### src/hw/rtl/orp_pkg.sv
// shared types, character codes and helper functions for the orp/ph report parser
package orp_pkg;

    // parse position through the report pattern
    typedef enum logic [4:0] {
        POS_LEAD  = 5'd0,
        POS_R     = 5'd1,
        POS_P     = 5'd2,
        POS_SL1   = 5'd3,
        POS_O1    = 5'd4,
        POS_O2    = 5'd5,
        POS_O3    = 5'd6,
        POS_O4    = 5'd7,
        POS_SEP   = 5'd8,
        POS_H     = 5'd9,
        POS_SL2   = 5'd10,
        POS_PH1   = 5'd11,
        POS_DOT67 = 5'd12,
        POS_F67   = 5'd13,
        POS_DOT8  = 5'd14,
        POS_F8    = 5'd15,
        POS_F8B   = 5'd16,
        POS_DONE  = 5'd17
    } pos_t;

    // configuration register indexes
    localparam logic REG_MIN_LENGTH = 1'b0;
    localparam logic REG_MAX_LENGTH = 1'b1;

    localparam logic [7:0] MIN_LENGTH_RESET = 8'd13;
    localparam logic [7:0] MAX_LENGTH_RESET = 8'd32;
    localparam logic [7:0] COUNT_MAX        = 8'd255;

    // character codes
    localparam logic [7:0] CH_TAB   = 8'h09;
    localparam logic [7:0] CH_LF    = 8'h0A;
    localparam logic [7:0] CH_VT    = 8'h0B;
    localparam logic [7:0] CH_FF    = 8'h0C;
    localparam logic [7:0] CH_CR    = 8'h0D;
    localparam logic [7:0] CH_SPACE = 8'h20;
    localparam logic [7:0] CH_SLASH = 8'h2F;
    localparam logic [7:0] CH_DOT   = 8'h2E;
    localparam logic [7:0] CH_0     = 8'h30;
    localparam logic [7:0] CH_1     = 8'h31;
    localparam logic [7:0] CH_2     = 8'h32;
    localparam logic [7:0] CH_6     = 8'h36;
    localparam logic [7:0] CH_7     = 8'h37;
    localparam logic [7:0] CH_8     = 8'h38;
    localparam logic [7:0] CH_9     = 8'h39;
    localparam logic [7:0] CH_H     = 8'h48;
    localparam logic [7:0] CH_O     = 8'h4F;
    localparam logic [7:0] CH_P     = 8'h50;
    localparam logic [7:0] CH_R     = 8'h52;

    localparam logic [9:0] PH_MAX    = 10'd820;
    localparam logic [9:0] ORP_MAX   = 10'd999;
    localparam logic [9:0] ORP_MIN   = 10'd20;

    typedef struct packed {
        logic [9:0] orp_millivolts;
        logic [9:0] ph_hundredths;
        logic       malformed;
    } result_t;

    function automatic logic is_trim_space(input logic [7:0] c);
        return (c == CH_SPACE) || (c >= CH_TAB && c <= CH_CR);
    endfunction

    // vertical tab is trimmed but does not separate the two parts
    function automatic logic is_sep_space(input logic [7:0] c);
        return (c == CH_SPACE) || (c == CH_TAB) || (c == CH_LF) || (c == CH_FF) ||
               (c == CH_CR);
    endfunction

    function automatic logic is_digit(input logic [7:0] c);
        return (c >= CH_0) && (c <= CH_9);
    endfunction

endpackage

### src/hw/rtl/orp_ph_report_parser_unit.sv
// orp/ph report parser: character stream in, one parsed result per message out
//
// Input channel (s_): one character word per handshake, s_end_of_message on the
// last character of a report. Leading and trailing whitespace is trimmed and the
// text must read ORP/<value>, separator whitespace, PH/<value>.
// Result channel (m_): one word per message, carrying ORP in millivolts, pH in
// hundredths and a malformed flag; on a malformed message the last good values
// are repeated.
// Configuration: cfg_we writes cfg_data into the register chosen by cfg_index
// (0 = minimum trimmed length, 1 = maximum trimmed length) in the same cycle.
// Throughput: one character per cycle while s_ready is high. The result word is
// registered, and waits in the skid stage while the result register is held.
// Reset (aresetn low, synchronous) clears the parse state, the last good values,
// and both length registers to 13 and 32; the result channel empties.
// Stalls: the result register has a skid stage behind it, so characters keep
// flowing while a result waits; s_ready drops only when a second result is held
// and the receiver has still not taken the first.
module orp_ph_report_parser_unit
    import orp_pkg::*;
(
    input  logic       aclk,
    input  logic       aresetn,
    input  logic       cfg_we,
    input  logic       cfg_index,
    input  logic [7:0] cfg_data,
    input  logic       s_valid,
    output logic       s_ready,
    input  logic [7:0] s_char_code,
    input  logic       s_end_of_message,
    output logic       m_valid,
    input  logic       m_ready,
    output logic [9:0] m_orp_millivolts,
    output logic [9:0] m_ph_hundredths,
    output logic       m_malformed
);

    logic [7:0] min_length_reg;
    logic [7:0] max_length_reg;

    pos_t       pos_reg, pos_next;
    logic       failed_reg, failed_next;
    logic [9:0] orp_acc_reg, orp_acc_next;
    logic [9:0] ph_acc_reg, ph_acc_next;
    logic [7:0] count_reg, count_next;
    logic [7:0] pending_reg, pending_next;
    logic [9:0] good_orp_reg, good_orp_next;
    logic [9:0] good_ph_reg, good_ph_next;

    result_t    out_reg, skid_reg, result;
    logic       out_valid_reg, skid_valid_reg;

    logic       s_fire, emit, bad;
    logic       trim, sep, dig, started, ok;
    logic [7:0] c;
    logic [3:0] d;
    logic [8:0] count_sum;
    pos_t       adv_pos;
    logic [9:0] adv_orp, adv_ph;

    assign s_ready = !skid_valid_reg;
    assign s_fire  = s_valid && s_ready;
    assign emit    = s_fire && s_end_of_message;

    assign c    = s_char_code;
    assign d    = s_char_code[3:0];
    assign trim = is_trim_space(c);
    assign sep  = is_sep_space(c);
    assign dig  = is_digit(c);
    assign started = (pos_reg != POS_LEAD) || failed_reg;

    // one step of the pattern matcher
    always_comb begin
        ok      = 1'b0;
        adv_pos = pos_reg;
        adv_orp = orp_acc_reg;
        adv_ph  = ph_acc_reg;
        case (pos_reg)
            POS_LEAD: begin
                if (trim) begin
                    ok = 1'b1;
                end else if (c == CH_O) begin
                    ok = 1'b1; adv_pos = POS_R;
                end
            end
            POS_R:   if (c == CH_R) begin ok = 1'b1; adv_pos = POS_P; end
            POS_P:   if (c == CH_P) begin ok = 1'b1; adv_pos = POS_SL1; end
            POS_SL1: if (c == CH_SLASH) begin ok = 1'b1; adv_pos = POS_O1; end
            POS_O1: begin
                if (c >= CH_2 && c <= CH_9) begin
                    ok = 1'b1; adv_pos = POS_O2; adv_orp = {6'd0, d};
                end
            end
            POS_O2: begin
                if (dig) begin
                    ok = 1'b1; adv_pos = POS_O3;
                    adv_orp = 10'(orp_acc_reg * 10'd10) + {6'd0, d};
                end
            end
            POS_O3: begin
                if (dig) begin
                    ok = 1'b1; adv_pos = POS_O4;
                    adv_orp = 10'(orp_acc_reg * 10'd10) + {6'd0, d};
                end else if (sep) begin
                    ok = 1'b1; adv_pos = POS_SEP;
                end
            end
            POS_O4:  if (sep) begin ok = 1'b1; adv_pos = POS_SEP; end
            POS_SEP: begin
                if (sep) begin
                    ok = 1'b1;
                end else if (c == CH_P) begin
                    ok = 1'b1; adv_pos = POS_H;
                end
            end
            POS_H:   if (c == CH_H) begin ok = 1'b1; adv_pos = POS_SL2; end
            POS_SL2: if (c == CH_SLASH) begin ok = 1'b1; adv_pos = POS_PH1; end
            POS_PH1: begin
                if (c == CH_6) begin
                    ok = 1'b1; adv_pos = POS_DOT67; adv_ph = 10'd600;
                end else if (c == CH_7) begin
                    ok = 1'b1; adv_pos = POS_DOT67; adv_ph = 10'd700;
                end else if (c == CH_8) begin
                    ok = 1'b1; adv_pos = POS_DOT8; adv_ph = 10'd800;
                end
            end
            POS_DOT67: if (c == CH_DOT) begin ok = 1'b1; adv_pos = POS_F67; end
            POS_F67: begin
                if (dig) begin
                    ok = 1'b1; adv_pos = POS_DONE;
                    adv_ph = ph_acc_reg + 10'({6'd0, d} * 10'd10);
                end
            end
            POS_DOT8: if (c == CH_DOT) begin ok = 1'b1; adv_pos = POS_F8; end
            POS_F8: begin
                if (c == CH_0 || c == CH_1) begin
                    ok = 1'b1; adv_pos = POS_F8B;
                    adv_ph = ph_acc_reg + 10'({6'd0, d} * 10'd10);
                end else if (c == CH_2) begin
                    ok = 1'b1; adv_pos = POS_DONE; adv_ph = ph_acc_reg + 10'd20;
                end
            end
            POS_F8B: begin
                if (dig) begin
                    ok = 1'b1; adv_pos = POS_DONE; adv_ph = ph_acc_reg + {6'd0, d};
                end
            end
            POS_DONE: ok = trim;
            default:  ok = 1'b0;
        endcase
    end

    // trimmed length bookkeeping, parse update and result
    always_comb begin
        count_sum     = {1'b0, count_reg} + {1'b0, pending_reg} + 9'd1;
        pos_next      = pos_reg;
        failed_next   = failed_reg;
        orp_acc_next  = orp_acc_reg;
        ph_acc_next   = ph_acc_reg;
        count_next    = count_reg;
        pending_next  = pending_reg;
        good_orp_next = good_orp_reg;
        good_ph_next  = good_ph_reg;
        bad           = 1'b1;

        if (trim) begin
            if (started && pending_reg != COUNT_MAX) begin
                pending_next = pending_reg + 8'd1;
            end
        end else begin
            // pending trailing spaces turn out to be inner ones
            count_next   = count_sum[8] ? COUNT_MAX : count_sum[7:0];
            pending_next = 8'd0;
        end

        if (!failed_reg) begin
            if (ok) begin
                pos_next     = adv_pos;
                orp_acc_next = adv_orp;
                ph_acc_next  = adv_ph;
            end else begin
                failed_next = 1'b1;
            end
        end

        bad = failed_next || (pos_next != POS_DONE) || (count_next < min_length_reg) ||
              (count_next > max_length_reg);

        if (s_end_of_message && !bad) begin
            good_orp_next = orp_acc_next;
            good_ph_next  = ph_acc_next;
        end

        result.orp_millivolts = good_orp_next;
        result.ph_hundredths  = good_ph_next;
        result.malformed      = bad;

        if (s_end_of_message) begin
            pos_next     = POS_LEAD;
            failed_next  = 1'b0;
            orp_acc_next = 10'd0;
            ph_acc_next  = 10'd0;
            count_next   = 8'd0;
            pending_next = 8'd0;
        end
    end

    always_ff @(posedge aclk) begin
        if (!aresetn) begin
            min_length_reg <= MIN_LENGTH_RESET;
            max_length_reg <= MAX_LENGTH_RESET;
        end else if (cfg_we) begin
            if (cfg_index == REG_MIN_LENGTH) begin
                min_length_reg <= cfg_data;
            end else begin
                max_length_reg <= cfg_data;
            end
        end
    end

    always_ff @(posedge aclk) begin
        if (!aresetn) begin
            pos_reg      <= POS_LEAD;
            failed_reg   <= 1'b0;
            orp_acc_reg  <= 10'd0;
            ph_acc_reg   <= 10'd0;
            count_reg    <= 8'd0;
            pending_reg  <= 8'd0;
            good_orp_reg <= 10'd0;
            good_ph_reg  <= 10'd0;
        end else if (s_fire) begin
            pos_reg      <= pos_next;
            failed_reg   <= failed_next;
            orp_acc_reg  <= orp_acc_next;
            ph_acc_reg   <= ph_acc_next;
            count_reg    <= count_next;
            pending_reg  <= pending_next;
            good_orp_reg <= good_orp_next;
            good_ph_reg  <= good_ph_next;
        end
    end

    // result register with a skid stage behind it
    always_ff @(posedge aclk) begin
        if (!aresetn) begin
            out_valid_reg  <= 1'b0;
            skid_valid_reg <= 1'b0;
        end else if (!out_valid_reg || m_ready) begin
            out_valid_reg  <= skid_valid_reg || emit;
            skid_valid_reg <= 1'b0;
        end else if (emit) begin
            skid_valid_reg <= 1'b1;
        end
    end

    always_ff @(posedge aclk) begin
        if (!out_valid_reg || m_ready) begin
            if (skid_valid_reg) begin
                out_reg <= skid_reg;
            end else if (emit) begin
                out_reg <= result;
            end
        end else if (emit) begin
            skid_reg <= result;
        end
    end

    assign m_valid          = out_valid_reg;
    assign m_orp_millivolts = out_reg.orp_millivolts;
    assign m_ph_hundredths  = out_reg.ph_hundredths;
    assign m_malformed      = out_reg.malformed;

endmodule

### config.mk
export PLATFORM = sky130hd
export DESIGN_NAME = orp_ph_report_parser_unit
export DESIGN_NICKNAME = d
export VERILOG_FILES = /design/src/hw/rtl/orp_pkg.sv /design/src/hw/rtl/orp_ph_report_parser_unit.sv
export SDC_FILE = /design/constraint.sdc
export NUM_CORES = 1
export LEC_CHECK = 0
export BUFFER_PORTS_ARGS = -buffer_cell sky130_fd_sc_hd__buf_2
export CAP_MARGIN = 15
export CORE_AREA = 2 2 142 144
export CTS_CLUSTER_DIAMETER = 120
export DETAILED_ROUTE_END_ITERATION = 8
export DIE_AREA = 0 0 144 146
export PLACE_DENSITY = 0.7
export RECOVER_POWER = 25
export SYNTH_ARGS = -nofsm -noshare
export SYNTH_HDL_FRONTEND = slang
export SYNTH_SLANG_ARGS = --single-unit
export TNS_END_PERCENT = 20
### constraint.sdc
create_clock -name aclk -period 5.23 [get_ports aclk]
set_input_delay 0.7845 -clock aclk [delete_from_list [all_inputs] [get_ports aclk]]
set_output_delay 0.7845 -clock aclk [all_outputs]
set_load 0.02 [all_outputs]
==> results.txt <==
The total overflow left after global routing is 0. For this block, the routed nets add up to 24.9 mm of wire. The switching fraction of total power is 0.238. The worst slew margin relative to its limit came out at 0.142. The floorplan die height came out at approximately 150 um. The number of rows in the core area is 51. The number of buffers and inverters on the critical path is 2. Sorting the synthesized cells by area gives the leading types as dfxtp_1, edfxtp_1, ha_1. The global-route total usage across every layer came out at 0.241. The initial core utilization came out at 0.449.

The number of antenna violations at the first check in global routing is 0. The sequential fraction of the synthesis area is 0.330. The sequential cell fraction of total power came out at 0.410. The clock insertion delay at the later pin of the skew report came out at around 0.43 ns. The worst setup path is launched from an input pin. STA puts the critical path data arrival time at slightly above 5 ns. The final weighted congestion in routability-driven placement came out at 0.920.

Counting the fill cells in the layout gives about 1.9k. The mapped netlist covers 8680 um^2. For this run, the top clock speed supported by timing is around 0.21 GHz.

The critical path required time came out at 5.39 ns. The mean area per synthesized cell came out at 8.32 um^2. Leaving out fill and tap cells, the most frequent cells in the layout are nor2_1, nand2_1, a21oi_1.

The floorplan step set the die width to 144 um. The standard cell area after detailed placement is 9320 um^2. The number of standard cells after synthesis came out at 1044. The library cell used as clock root buffer is clkbuf_16. The TritonCTS clock tree is built. The number of library cell types mapped by synthesis came out at 81.

The leakage component of the power is 3.83 nW. The internal power came out at 0.00186 W. The worst path in the final design needs a cycle of 4.88 ns, including I/O delays and setup.

The run finished with clean final reports. The number of flops mapped to enable cells by yosys came out at 42. The flip-flop count of the largest register after layout is 21.

After floorplanning, the core was sized to cover 19300 um^2. The I/O pin count came out at 46. The count of maximum capacitance violations is 0.

The clock tree skew after final layout came out at 0.0137 ns. The power density normalized to cell area came out at 246 nW/um^2. The total number of vias came out at 8387. The buffers inserted during post-CTS setup optimization came out at 0.

The number of global-route vias before repair came to 7941. The count of routing violations after the opening detailed-route iteration came out at 764. The summed area of non-filler cells in the final layout is 9940 um^2.

The cell type group with the largest total delay on the critical path is simple AND/OR/NAND/NOR gates. The clock passes through at most 2 buffers. Among all stages on the critical path, the largest delay is contributed by or4b_1.

The antenna cell count is 0. Among all flip-flop cells after synthesis, the most frequent one is dfxtp_1. The count of state elements after synthesis is 122. Setup repair after global routing left no endpoint under its margin.

The share of synthesized area in the top cell type comes to 0.184. Detailed placement finished with a half-perimeter wire length of approximately 18 mm. Of all cell types, the one taking the most synthesized area is dfxtp_1. The clock tree synthesis step divided the H-tree into 4 levels. The growth of design area from synthesis to finish came out at 14.4%.

Dividing the detail-routed wire length by the instance count gives between 15 and 20 um. The endpoint class of the critical path is a flop. The number of optimization iterations in the first detailed-route pass is 5. The final total power is between 0.002 and 0.0025 W. In this run, CTS created clock tree buffers numbering 17. For the pin with the worst max-slew slack, the measured transition is between 1 and 1.5 ns. The final layout net count is 1174.

The clock network fraction of total power is 0.509. The number of setup violations in the final report is 0. The clock sink count is 122. The number of vias per cell came out at about 6. The biggest cell delay along the critical path came out at 0.55 ns. The maximum vdd ir drop came out at 0.000236 V. The synthesized net count is 1127. The largest net degree at the start of global routing came out at 37.

Of the total power, combinational logic draws 0.081. Walking the worst path, the cells encountered are buf_2, or4b_1, or4_1, and2_1, nand2_1, o22a_1, ha_1, a21o_1, a21oi_1, mux2i_1, a21oi_1, nand3_1, nor4_4, buf_12, mux2_2, mux2_2. Of all nets on the critical path, the largest fanout is 15. The critical path in this run is classified as input pin to flop. In this run the worst hold path is classified as flop to flop. The first global-routing pass estimated 40.5 mm of wire. Once detail routing completed, the nets flagged for antenna violations numbered 0.

The remaining routing DRC violations came out at 0. The total of cells resized after clock tree synthesis is 0. The count of buffers from port buffering is 45. The number of failing hold endpoints at the final stage came out at 0. The number of max-slew violations in the final report came out at 0. The proportion of synthesized flip-flops having asynchronous set or reset is 0. The clock transition time at the flip-flop clock pins of the worst setup and hold paths came out at 0.06 ns.

The final critical-path share of the clock period is 0.932. The full die area is roughly 21000 um^2. Leaving out fill and tap cells, the most frequent cell in the layout is nor2_1. Buffers inserted to repair hold after CTS numbered 0. Of the cells placed in the final design, the portion with a size suffix greater than 1 is 0.135. The switching component of the power is 0.000583 W. The yosys synthesis warning count is 0.
==> power groups by stage <==
stage	sequential (W)	combinational [W]	clock (W)
after global placement	0.00102	0.000195	0
after CTS	0.00100	0.000199	0.00126
after detailed placement	0.00102	0.000197	0
after global routing	0.00100	0.000222	0.00130
final	0.00100	0.000199	0.00125
after floorplan	0.00103	0.000121	0
==> synthesized netlist by cell type (15+ instances only) <==
cell      instances
inv_1            35
a21oi_1          83
dfxtp_1          80
mux2i_1          16
clkbuf_1         50
nand2_1          98
a22oi_1          18
nor2_1          105
ha_1             54
o21ai_0          66
nand3_1          51
nor3_1           20
edfxtp_1         42
mux2_2           22
and3_1           17
a211oi_1         15
nand4_1          20
==> cell families (layout without fill, tap and decap cells) <==
group / count (synthesis) / in the layout / synth area share
flops: 122 / 122 / 0.330
xor+xnor: 22 / 22 / 0.0222
buf+inv: 98 / 158 / 0.0467
compound gates: 298 / 298 / 0.221
mux: 38 / 38 / 0.0470
fa+ha+maj: 60 / 60 / 0.0916
simple gates: 406 / 406 / 0.242
==> through the flow <==
stage               instances  hold slack [ns]  setup slack (ns)  setup TNS [ns]  utilization
floorplan                1044            0.432             0.335               0            -
global placement         1336            0.445            0.0108               0        0.482
detailed placement       1336            0.449           -0.0443          -0.317        0.482
CTS                      1368            0.456             0.368               0        0.515
global route             1369            0.473            0.0782               0        0.514
finish                   1369            0.453             0.354               0        0.514
==> worst register-to-register path, cell delays in order, from the launching register on <==
cell and delay (ns):
dfxtp_1 0.33, inv_1 0.08, ha_1 0.17, inv_1 0.05, fa_1 0.40, nand2_1 0.11, a21oi_1 0.11, o2bb2ai_1 0.33
nand2_1 0.24, o22a_1 0.26, buf_4 0.15, ha_1 0.29, nand2_1 0.05, o21ai_0 0.20, o22ai_1 0.12, a21oi_1 0.23
nand3_1 0.24, nor4_4 0.34, buf_12 0.20, mux2_2 0.36, mux2_2 0.27
==> routing by layer <==
layer,vias to the layer above,part of all wire,track usage
met2,357,0.48,0.395
met3,47,0.073,0.0497
met5,-,0,0
met1,3996,0.43,0.317
met4,0,0.022,0.0755
li1,3987,-,-
==> worst paths after layout <==
check / slack (ns) / end / from / cells past startpoint
worst max-delay path: 0.35 / m_ph_hundredths[3] / s_char_code[6] / 16
worst max register to register: 0.44 / m_ph_hundredths[3] / count_reg[0] / 20
worst min-delay path: 0.45 / min_length_reg[1] / min_length_reg[1] / 2
worst min register to register: 0.45 / min_length_reg[1] / min_length_reg[1] / 2
==> final cells by class <==
type	instances	area, um^2	area share
Sequential cell	122	2860	0.288
Timing Repair Buffer	89	549	0.0553
Multi-Input combinational cell	824	5430	0.546
Inverter	37	139	0.0140
Clock buffer	19	433	0.0436
Clock inverter	13	194	0.0195
Tap cell	265	332	0.0334
(Power assumes the default switching activity.)
